[config.mk]
export PLATFORM = sky130hd
export DESIGN_NAME = sbc_frame_packetizer_top
export DESIGN_NICKNAME = d
export VERILOG_FILES = /design/src/hdl/sbcfp_pkg.sv /design/src/hdl/sbcfp_front.sv /design/src/hdl/sbcfp_job_queue.sv /design/src/hdl/sbcfp_back.sv /design/src/hdl/sbc_frame_packetizer_top.sv
export SDC_FILE = /design/constraint.sdc
export NUM_CORES = 1
export LEC_CHECK = 0
export ABC_AREA = 0
export ABC_CLOCK_PERIOD_IN_PS = 5500
export BUFFER_PORTS_ARGS = -buffer_cell sky130_fd_sc_hd__buf_2
export CAP_MARGIN = 10
export CORE_MARGIN = 2
export CORE_UTILIZATION = 56
export CTS_CLUSTER_DIAMETER = 40
export DETAILED_ROUTE_END_ITERATION = 6
export PLACE_DENSITY = 0.76
export SYNTH_ARGS = -nofsm -noshare
export SYNTH_HDL_FRONTEND = slang
export SYNTH_SLANG_ARGS = --single-unit
[constraint.sdc]
create_clock -name i_clk -period 5.5 [get_ports i_clk]
set_clock_uncertainty 0.2 [all_clocks]
set_input_delay 1.1 -clock i_clk [delete_from_list [all_inputs] [get_ports i_clk]]
set_output_delay 1.1 -clock i_clk [all_outputs]
set_load 0.005 [all_outputs]
[src/hdl/sbcfp_pkg.sv]
// ----------------------------------------------------------------------------
// sbcfp_pkg
// Shared types and constants for the SBC frame packetizer.
// ----------------------------------------------------------------------------
package sbcfp_pkg;

    localparam int HEADER_BYTES     = 4;
    localparam int MAX_CAPACITY_DEF = 1024;
    localparam int JOB_DEPTH_DEF    = 4;
    localparam int CAPACITY_MIN     = 8;
    localparam int CAPACITY_RESET   = 330;
    localparam int SIZE_W           = 11;

    localparam logic [7:0] SYNC_BYTE = 8'h9C;

    typedef enum logic [1:0] {
        KIND_BYTE   = 2'd0,
        KIND_PACKET = 2'd1,
        KIND_ERROR  = 2'd2
    } t_kind;

    typedef enum logic [2:0] {
        ERR_NONE          = 3'd0,
        ERR_BAD_SYNC      = 3'd1,
        ERR_TOO_LARGE     = 3'd2,
        ERR_SHORT_HEADER  = 3'd3,
        ERR_SHORT_PAYLOAD = 3'd4
    } t_err;

    // One unit of work for the back end. A header job expands to an optional
    // packet-ready result followed by the header bytes; any other job is a
    // single result.
    typedef struct packed {
        logic                               hdr;
        t_kind                              kind;
        logic [7:0]                         data;
        logic [9:0]                         offset;
        logic [10:0]                        length;
        t_err                               code;
        logic                               flush;
        logic [HEADER_BYTES-1:0][7:0]       hbytes;
    } t_job;

    typedef struct packed {
        t_kind       kind;
        logic [7:0]  data;
        logic [9:0]  offset;
        logic [10:0] length;
        t_err        code;
        logic        last;
    } t_result;

endpackage

[src/hdl/sbcfp_front.sv]
// ----------------------------------------------------------------------------
// sbcfp_front
// Input parser: collects headers, sizes frames, tracks packet fill and
// turns input bytes and end commands into jobs for the back end.
// ----------------------------------------------------------------------------
module sbcfp_front #(
    parameter int MAX_CAPACITY = sbcfp_pkg::MAX_CAPACITY_DEF
) (
    input  logic              i_clk,
    input  logic              i_rst_n,
    input  logic              i_push,
    input  logic              i_command,
    input  logic [7:0]        i_in_byte,
    input  logic              i_q_full,
    input  logic              i_cfg_valid,
    input  logic [10:0]       i_cfg_data,
    output logic              o_job_push,
    output sbcfp_pkg::t_job   o_job
);
    import sbcfp_pkg::*;

    localparam int FW      = $clog2(MAX_CAPACITY + 1);
    localparam int CW      = ((FW > SIZE_W) ? FW : SIZE_W) + 2;
    localparam int CAP_RST = (CAPACITY_RESET > MAX_CAPACITY) ? MAX_CAPACITY : CAPACITY_RESET;

    function automatic logic [10:0] f_payload_size(input logic [7:0] b1,
                                                   input logic [7:0] pool);
        logic [3:0]  sb;
        logic [2:0]  blk;
        logic [10:0] prod;
        logic [12:0] base;
        logic [12:0] bits;
        logic [13:0] sum;
        sb   = b1[0] ? 4'd8 : 4'd4;
        blk  = 3'(b1[5:4]) + 3'd1;
        prod = 11'(blk) * 11'(pool);
        base = {prod, 2'b00};
        case (b1[3:2])
            2'd0: begin
                sb   = sb >> 1;
                bits = base;
            end
            2'd1: bits = base << 1;
            2'd2: bits = base;
            2'd3: bits = base + 13'(sb);
            default: bits = base;
        endcase
        sum = 14'(bits) + 14'd7;
        return 11'(sb) + 11'(sum >> 3);
    endfunction

    logic [1:0]         r_hcnt, n_hcnt;
    logic               r_in_pay, n_in_pay;
    logic               r_halted, n_halted;
    logic [SIZE_W-1:0]  r_left, n_left;
    logic [FW-1:0]      r_fill, n_fill;
    logic [FW-1:0]      r_cap;
    logic [7:0]         r_hold0, r_hold1, r_hold2;
    logic [SIZE_W-1:0]  r_size;
    logic               accept;
    logic               job_vld;
    t_job               job;
    logic [FW-1:0]      base;

    assign accept = i_push && !i_q_full;

    always_comb begin
        n_hcnt   = r_hcnt;
        n_in_pay = r_in_pay;
        n_halted = r_halted;
        n_left   = r_left;
        n_fill   = r_fill;
        job_vld  = 1'b0;
        job      = '0;
        base     = r_fill;
        job.kind = KIND_BYTE;
        job.code = ERR_NONE;
        if (accept && !r_halted) begin
            if (i_command) begin
                if (r_in_pay) begin
                    job_vld  = 1'b1;
                    job.kind = KIND_ERROR;
                    job.code = ERR_SHORT_PAYLOAD;
                    n_halted = 1'b1;
                end else if (r_hcnt != 2'd0) begin
                    job_vld  = 1'b1;
                    job.kind = KIND_ERROR;
                    job.code = ERR_SHORT_HEADER;
                    n_halted = 1'b1;
                end else if (r_fill != '0) begin
                    job_vld    = 1'b1;
                    job.kind   = KIND_PACKET;
                    job.length = 11'(r_fill);
                    n_fill     = '0;
                end
            end else if (r_in_pay) begin
                job_vld    = 1'b1;
                job.data   = i_in_byte;
                job.offset = 10'(r_fill);
                n_fill     = r_fill + FW'(1);
                n_left     = r_left - SIZE_W'(1);
                if (r_left == SIZE_W'(1)) begin
                    n_in_pay = 1'b0;
                end
            end else if (r_hcnt == 2'(HEADER_BYTES - 1)) begin
                n_hcnt = 2'd0;
                if (r_hold0 != SYNC_BYTE) begin
                    job_vld  = 1'b1;
                    job.kind = KIND_ERROR;
                    job.code = ERR_BAD_SYNC;
                    n_halted = 1'b1;
                end else if (CW'(r_size) > CW'(r_cap) - CW'(HEADER_BYTES)) begin
                    job_vld  = 1'b1;
                    job.kind = KIND_ERROR;
                    job.code = ERR_TOO_LARGE;
                    n_halted = 1'b1;
                end else begin
                    job_vld   = 1'b1;
                    job.hdr   = 1'b1;
                    // previous packet closes if this frame would overflow it
                    job.flush = (CW'(r_fill) + CW'(HEADER_BYTES) + CW'(r_size)) > CW'(r_cap);
                    if (job.flush) begin
                        base = '0;
                    end
                    job.length    = 11'(r_fill);
                    job.offset    = 10'(base);
                    job.hbytes[0] = r_hold0;
                    job.hbytes[1] = r_hold1;
                    job.hbytes[2] = r_hold2;
                    job.hbytes[3] = i_in_byte;
                    n_fill        = base + FW'(HEADER_BYTES);
                    n_left        = r_size;
                    n_in_pay      = (r_size != '0);
                end
            end else begin
                n_hcnt = r_hcnt + 2'd1;
            end
        end
    end

    assign o_job_push = job_vld;
    assign o_job      = job;

    always_ff @(posedge i_clk) begin
        if (!i_rst_n) begin
            r_hcnt   <= 2'd0;
            r_in_pay <= 1'b0;
            r_halted <= 1'b0;
            r_left   <= '0;
            r_fill   <= '0;
            r_cap    <= FW'(CAP_RST);
        end else begin
            r_hcnt   <= n_hcnt;
            r_in_pay <= n_in_pay;
            r_halted <= n_halted;
            r_left   <= n_left;
            r_fill   <= n_fill;
            if (i_cfg_valid) begin
                if (32'(i_cfg_data) < 32'(CAPACITY_MIN)) begin
                    r_cap <= FW'(CAPACITY_MIN);
                end else if (32'(i_cfg_data) > 32'(MAX_CAPACITY)) begin
                    r_cap <= FW'(MAX_CAPACITY);
                end else begin
                    r_cap <= FW'(i_cfg_data);
                end
            end
        end
    end

    // header bytes; the size is worked out as the bitpool byte arrives
    always_ff @(posedge i_clk) begin
        if (accept && !r_halted && !i_command && !r_in_pay) begin
            case (r_hcnt)
                2'd0: r_hold0 <= i_in_byte;
                2'd1: r_hold1 <= i_in_byte;
                2'd2: begin
                    r_hold2 <= i_in_byte;
                    r_size  <= f_payload_size(r_hold1, i_in_byte);
                end
                default: ;
            endcase
        end
    end

endmodule

[src/hdl/sbcfp_job_queue.sv]
// ----------------------------------------------------------------------------
// sbcfp_job_queue
// Short register queue of jobs between the parser and the result sequencer.
// ----------------------------------------------------------------------------
module sbcfp_job_queue #(
    parameter int DEPTH = sbcfp_pkg::JOB_DEPTH_DEF
) (
    input  logic              i_clk,
    input  logic              i_rst_n,
    input  logic              i_push,
    input  sbcfp_pkg::t_job   i_data,
    output logic              o_full,
    input  logic              i_pop,
    output sbcfp_pkg::t_job   o_data,
    output logic              o_empty
);
    import sbcfp_pkg::*;

    localparam int AW = (DEPTH > 1) ? $clog2(DEPTH) : 1;

    t_job              r_mem [DEPTH];
    logic [AW-1:0]     r_wr, r_rd;
    logic [AW:0]       r_count;
    logic              do_push, do_pop;

    assign o_full  = (r_count == (AW+1)'(DEPTH));
    assign o_empty = (r_count == '0);
    assign do_push = i_push && !o_full;
    assign do_pop  = i_pop && !o_empty;
    assign o_data  = r_mem[r_rd];

    always_ff @(posedge i_clk) begin
        if (!i_rst_n) begin
            r_wr    <= '0;
            r_rd    <= '0;
            r_count <= '0;
        end else begin
            if (do_push) begin
                r_wr <= (r_wr == AW'(DEPTH - 1)) ? '0 : r_wr + AW'(1);
            end
            if (do_pop) begin
                r_rd <= (r_rd == AW'(DEPTH - 1)) ? '0 : r_rd + AW'(1);
            end
            case ({do_push, do_pop})
                2'b10:   r_count <= r_count + (AW+1)'(1);
                2'b01:   r_count <= r_count - (AW+1)'(1);
                default: r_count <= r_count;
            endcase
        end
    end

    always_ff @(posedge i_clk) begin
        if (do_push) begin
            r_mem[r_wr] <= i_data;
        end
    end

endmodule

[src/hdl/sbcfp_back.sv]
// ----------------------------------------------------------------------------
// sbcfp_back
// Result sequencer: expands jobs into results in the output register, one
// per cycle while that register is empty or being popped.
// ----------------------------------------------------------------------------
module sbcfp_back (
    input  logic                i_clk,
    input  logic                i_rst_n,
    input  sbcfp_pkg::t_job     i_job,
    input  logic                i_job_empty,
    output logic                o_job_pop,
    input  logic                i_pop,
    output logic                o_valid,
    output sbcfp_pkg::t_result  o_res
);
    import sbcfp_pkg::*;

    logic [2:0]  r_step, n_step;
    logic [2:0]  step;
    logic [1:0]  idx;
    logic        r_valid, n_valid;
    t_result     r_res, res;
    logic        take, emit, done;

    always_comb begin
        take = !r_valid || i_pop;
        emit = !i_job_empty && take;
        step = (i_job.hdr && !i_job.flush && r_step == 3'd0) ? 3'd1 : r_step;
        idx  = 2'(step - 3'd1);
        res  = '0;
        res.kind = KIND_BYTE;
        res.code = ERR_NONE;
        done = 1'b1;
        if (!i_job.hdr) begin
            res.kind   = i_job.kind;
            res.data   = i_job.data;
            res.offset = i_job.offset;
            res.length = i_job.length;
            res.code   = i_job.code;
            res.last   = 1'b1;
        end else if (step == 3'd0) begin
            // packet closes ahead of this frame's header
            res.kind   = KIND_PACKET;
            res.length = i_job.length;
            done       = 1'b0;
        end else begin
            res.data   = i_job.hbytes[idx];
            res.offset = i_job.offset + 10'(idx);
            done       = (step == 3'(HEADER_BYTES));
            res.last   = done;
        end
        n_step = r_step;
        if (emit) begin
            n_step = done ? 3'd0 : step + 3'd1;
        end
        if (emit) begin
            n_valid = 1'b1;
        end else if (i_pop) begin
            n_valid = 1'b0;
        end else begin
            n_valid = r_valid;
        end
    end

    assign o_job_pop = emit && done;
    assign o_valid   = r_valid;
    assign o_res     = r_res;

    always_ff @(posedge i_clk) begin
        if (!i_rst_n) begin
            r_step  <= 3'd0;
            r_valid <= 1'b0;
        end else begin
            r_step  <= n_step;
            r_valid <= n_valid;
        end
    end

    always_ff @(posedge i_clk) begin
        if (emit) begin
            r_res <= res;
        end
    end

endmodule

[src/hdl/sbc_frame_packetizer_top.sv]
// ----------------------------------------------------------------------------
// sbc_frame_packetizer_top
// SBC frame packetizer: parses an SBC byte stream and packs frames into
// packets, giving each frame byte its packet offset.
// ----------------------------------------------------------------------------
// Input side is a queue write: drive i_command/i_in_byte with push; the
// transfer happens when push is high and full is low. i_command = 1 ends
// the stream. Results come out as a queue read: while empty is low the
// oldest result is on the o_ ports, and pop high transfers it.
// Configuration: i_cfg_valid/i_cfg_data write packet_capacity; o_cfg_ready is
// always high. Write only while the block is idle.
// Throughput: one input per cycle while full is low. Payload bytes and end
// commands give at most one result each; the last byte of a header that passes
// its checks gives four results, or five when the current packet closes first.
// The result sequencer drains one result per cycle while pop is high, behind
// a four-entry job queue. With pop held high and three or more payload bytes
// behind a header, the burst fills the queue and full stalls the input for
// each frame, and for longer when a packet closes. A transfer writes its job
// into the job queue, and the result sequencer moves the result from there
// into the output register. When pop is held low the output register holds,
// the job queue fills and full rises; nothing is lost. After an error the
// block gives no more results until reset. Synchronous reset restores
// capacity 330 and an empty packet; no clearing pass is needed.
// ----------------------------------------------------------------------------
module sbc_frame_packetizer_top #(
    parameter int MAX_CAPACITY = sbcfp_pkg::MAX_CAPACITY_DEF,
    parameter int JOB_DEPTH    = sbcfp_pkg::JOB_DEPTH_DEF
) (
    input  logic        i_clk,
    input  logic        i_rst_n,
    input  logic        push,
    output logic        full,
    input  logic        i_command,
    input  logic [7:0]  i_in_byte,
    output logic        empty,
    input  logic        pop,
    output logic [1:0]  o_kind,
    output logic [7:0]  o_out_byte,
    output logic [9:0]  o_byte_offset,
    output logic [10:0] o_packet_length,
    output logic [2:0]  o_error_code,
    output logic        o_last,
    input  logic        i_cfg_valid,
    output logic        o_cfg_ready,
    input  logic [10:0] i_cfg_data
);
    import sbcfp_pkg::*;

    t_job     fe_job, q_job;
    logic     fe_push, q_full, q_empty, q_pop;
    logic     res_valid;
    t_result  res;

    sbcfp_front #(
        .MAX_CAPACITY (MAX_CAPACITY)
    ) u_front (
        .i_clk       (i_clk),
        .i_rst_n     (i_rst_n),
        .i_push      (push),
        .i_command   (i_command),
        .i_in_byte   (i_in_byte),
        .i_q_full    (q_full),
        .i_cfg_valid (i_cfg_valid),
        .i_cfg_data  (i_cfg_data),
        .o_job_push  (fe_push),
        .o_job       (fe_job)
    );

    sbcfp_job_queue #(
        .DEPTH (JOB_DEPTH)
    ) u_queue (
        .i_clk   (i_clk),
        .i_rst_n (i_rst_n),
        .i_push  (fe_push),
        .i_data  (fe_job),
        .o_full  (q_full),
        .i_pop   (q_pop),
        .o_data  (q_job),
        .o_empty (q_empty)
    );

    sbcfp_back u_back (
        .i_clk       (i_clk),
        .i_rst_n     (i_rst_n),
        .i_job       (q_job),
        .i_job_empty (q_empty),
        .o_job_pop   (q_pop),
        .i_pop       (pop),
        .o_valid     (res_valid),
        .o_res       (res)
    );

    assign full            = q_full;
    assign empty           = !res_valid;
    assign o_kind          = res.kind;
    assign o_out_byte      = res.data;
    assign o_byte_offset   = res.offset;
    assign o_packet_length = res.length;
    assign o_error_code    = res.code;
    assign o_last          = res.last;
    assign o_cfg_ready     = 1'b1;

endmodule

==> summary.txt <==
Critical path
  • Crit end category: flop
  • Worst setup path class: reg -> reg
  • Crit path max fanout: 8
  • Crit-path most repeated cell: ha_1
  • Crit path largest cell delay: approximately 540 ps
  • Worst EP arrival: 5240 ps
  • Worst setup SP type: flop
  • CP Cell Sequence: ha_1 > nand2_1 > fa_1 > inv_1 > ha_1 > inv_1 > fa_1 > nand2b_1 > nor4_1 > a2111o_1 > or3_1 > and2_1 > ha_1 > a21o_1 > nand2_1 > a21o_1 > a311oi_2 > xor2_1
  • Critical path's slowest cell: fa_1
  • CP Data Required Time: about 5600 ps

Floorplanning
  • Die height: around 190 µm
  • Die ar.: 35200 µm²
  • I/O pin cnt: 63
  • Initial Util: approximately 57%
  • Core Rows: 67
  • Core Area: 33400 µm²
  • Die Wd: roughly 190 µm

Global routing
  • Largest net degree at the start of global routing: 48
  • All-Layer GR Usage: 22.8%
  • Vias in the first global route: around 12000
  • Initial antenna violation count: 0
  • First-pass GRT wire length: around 63 mm
  • Grt ovf: 0

Placement
  • Placed cell count: between 1500 and 2000
  • Detailed Place HPWL: between 20 and 30 mm
  • Place WS: -16.8 ps
  • Port bufs: just over 60
  • Placed inst area: 19800 µm²
  • RePlAce Congestion: around 0.9

Logic synthesis
  • Register area share after synthesis: 59.8%
  • Number of synthesized flops with an enable pin: between 300 and 400
  • Share of flip-flops with an asynchronous set or reset: 0%
  • Yosys Warn Count: 0
  • Synth Instances: 1377
  • Post-synth top area cell: edfxtp_1
  • Yosys reg bits: a little under 400
  • Largest cells by area after synthesis: edfxtp_1 (54%), mux4_2 (8.0%), dfxtp_1 (5.3%)
  • Share of the synthesized area in the top cell type: a little over half
  • Syn avg cell area: approximately 14 µm²
  • Post-synth design cell area: 18900 µm²
  • Netlist cell types: 87
  • Primary FF master, synth: edfxtp_1

Pwr
  • Static leakage: roughly 7.6 nW
  • Max IR drop VDD: about 310 µV
  • PwrDens: about 380 nW/µm²
  • Switching pwr: around 2.2 mW
  • Clock Power Share: between 30% and 40%
  • Switching share of power: between 20% and 30%
  • Internal: 6.04 mW
  • Final Power: about 8.2 mW
  • Seq pwr share: between 40% and 50%
  • Comb power frac: a little under a fifth

Clock network
  • Root buf cell: clkbuf_16
  • CTS tree: done
  • Hold-fix buffers, CTS: 0
  • Post-CTS setup buffers: 0
  • Reg clk slew, reported paths: 60 ps
  • Skew-Pair Late Insertion Delay: 560 ps
  • Clock buffer depth: 3
  • CTS buffer count: between 40 and 50
  • H-tree Lvls: 2
  • Clk sinks: 392
  • Cts repair resizes: 0

Finish
  • # diodes: 0
  • Final non-filler cell area: ~21000 µm²
  • Final instance count without filler cells: 1958
  • Area growth syn-to-layout: 13.6%
  • Layout net count: approximately 1600
  • Final-layout fill cell count: between 2000 and 2500
  • Share of cells above drive strength 1: between 15 and 20%

Routing
  • Avg WL per Cell: slightly above 20 µm
  • First-pass detailed-route iteration total: 7
  • Drt total wl: roughly 40 mm
  • DRC viols: 0
  • Via density: around 6
  • Iteration-0 DRC Markers: between 1000 and 1500
  • Via count: around 12000
  • Post-route ant nets: 0

Hold path
  • Min-Delay Path Class: reg -> reg

STA
  • Worst Tran Pin Value: about 1200 ps
  • Relative slew slack: a little over a fifth
  • Final WS setup: between 300 and 400 ps
  • Max-slew violations: 0
  • Final setup fails: 0
  • RSZ-0062 raised after global routing: false
  • Endpoints failing hold: 0
  • Min Tclk post-route: a little over 5000 ps
  • Hold_ws: around 270 ps
  • Final worst-path cycle share: approximately 94%
  • Fmax: around 190 MHz

Run status
  • Status: complete, no violations

Run
  • Max cap viols: 0
power groups by stage:
stage | Clock (mW) | Combinational, mW | Sequential (mW)
after floorplan | 0 | 1.08 | 3.62
after global placement | 0 | 1.50 | 3.64
after detailed placement | 0 | 1.54 | 3.64
after CTS | 3.14 | 1.55 | 3.58
after global routing | 3.24 | 1.67 | 3.60
final | 3.10 | 1.53 | 3.58
sequential cells by signal, indices dropped and copies added (netlist names), named ones only:
signal / flops
u_front.r_in_pay: 1
u_back.r_step: 3
u_queue.r_count: 3
u_front.r_hold2: 8
u_front.r_halted: 1
u_front.r_hold1: 8
u_front.r_fill: 11
u_front.r_hold0: 8
u_front.r_cap: 11
u_back.o_res: 35
u_front.r_size: 11
u_front.r_left: 11
u_queue.r_rd: 2
u_front.r_hcnt: 2
u_queue.r_wr: 2
u_queue.r_mem: 272
u_back.o_valid: 1
worst paths after layout:
path	startpoint	to	slack, ps	depth (start not counted)
worst max register to register	u_front.r_hold1[4]	u_front.r_size[7]	350	18
worst min register to register	u_back.o_valid	u_back.o_valid	270	2
worst max-delay path	u_front.r_hold1[4]	u_front.r_size[7]	350	18
worst min-delay path	u_back.o_valid	u_back.o_valid	270	2
cell families after synthesis:
family	after synthesis	share of synthesized area, %
buf+inv	127	2.70
flops	392	59.8
mux	101	9.83
other cells	2	0.0398
compound gates	221	7.97
xor+xnor	51	2.37
simple gates	397	11.1
fa+ha+maj	86	6.18
routing by layer:
layer	wire length, µm	vias up	track usage (%)
li1	-	5426	-
met5	0	-	0
met4	1170	0	7.63
met2	19900	412	38.6
met1	16700	5874	30.6
met3	2240	85	3.16
layout by cell type (no fill, tap or decap), types with 35 or more instances in the layout:
cell type,count
a21oi_1,62
and2_1,46
buf_2,61
clkbuf_16,45
dfxtp_1,48
edfxtp_1,342
ha_1,74
inv_1,70
mux4_2,67
nand2_1,72
nand3_1,35
nor2_1,85
o21ai_0,36
xnor2_1,35
critical path: cells and delay by family, from the launching register on:
family	cells	cell delay (ps)
flip-flops	1	390
buffers and inverters	2	120
AO/OA/AOI/OAI	4	1180
adder cells (fa/ha/maj)	5	1920
AND/OR/NAND/NOR	6	980
XOR/XNOR	1	100
area by class of cell:
| cell class | count | area (µm²) | area share (%) |
|---|---|---|---|
| clock buffers | 58 | 1240 | 5.81 |
| clock inverters | 25 | 348 | 1.62 |
| inverters | 73 | 274 | 1.28 |
| multi-input cells | 873 | 7140 | 33.4 |
| flip-flops and latches | 392 | 11300 | 52.7 |
| well taps | 448 | 561 | 2.62 |
| repair buffers | 89 | 566 | 2.64 |
Yosys cell counts (all sizes together) (5+ instances only):
library cell and instances:
a211oi 9, a21o 18, a21oi 64, a22o 11, a22oi 5, and2 50, and3 21, buf 25
clkbuf 29, dfxtp 50, edfxtp 342, fa 12, ha 74, inv 72, mux2i 31, mux4 67
nand2 72, nand2b 15, nand3 35, nand3b 6, nand4 9, nor2 85, nor2b 23, nor3 33
nor3b 5, nor4 21, o211ai 7, o21a 12, o21ai 41, o22ai 7, o31ai 6, or3 6
xnor2 35, xor2 16
stage by stage:
step | util [%] | setup TNS (ps)
6_report | 64.2 | 0
3_5_place_dp | 59.4 | -18.3
5_1_grt | 64.2 | 0
2_1_floorplan | - | 0
4_1_cts | 64.2 | 0
3_3_place_gp | 59.4 | 0
No activity file was read; power rests on OpenSTA's default activity.
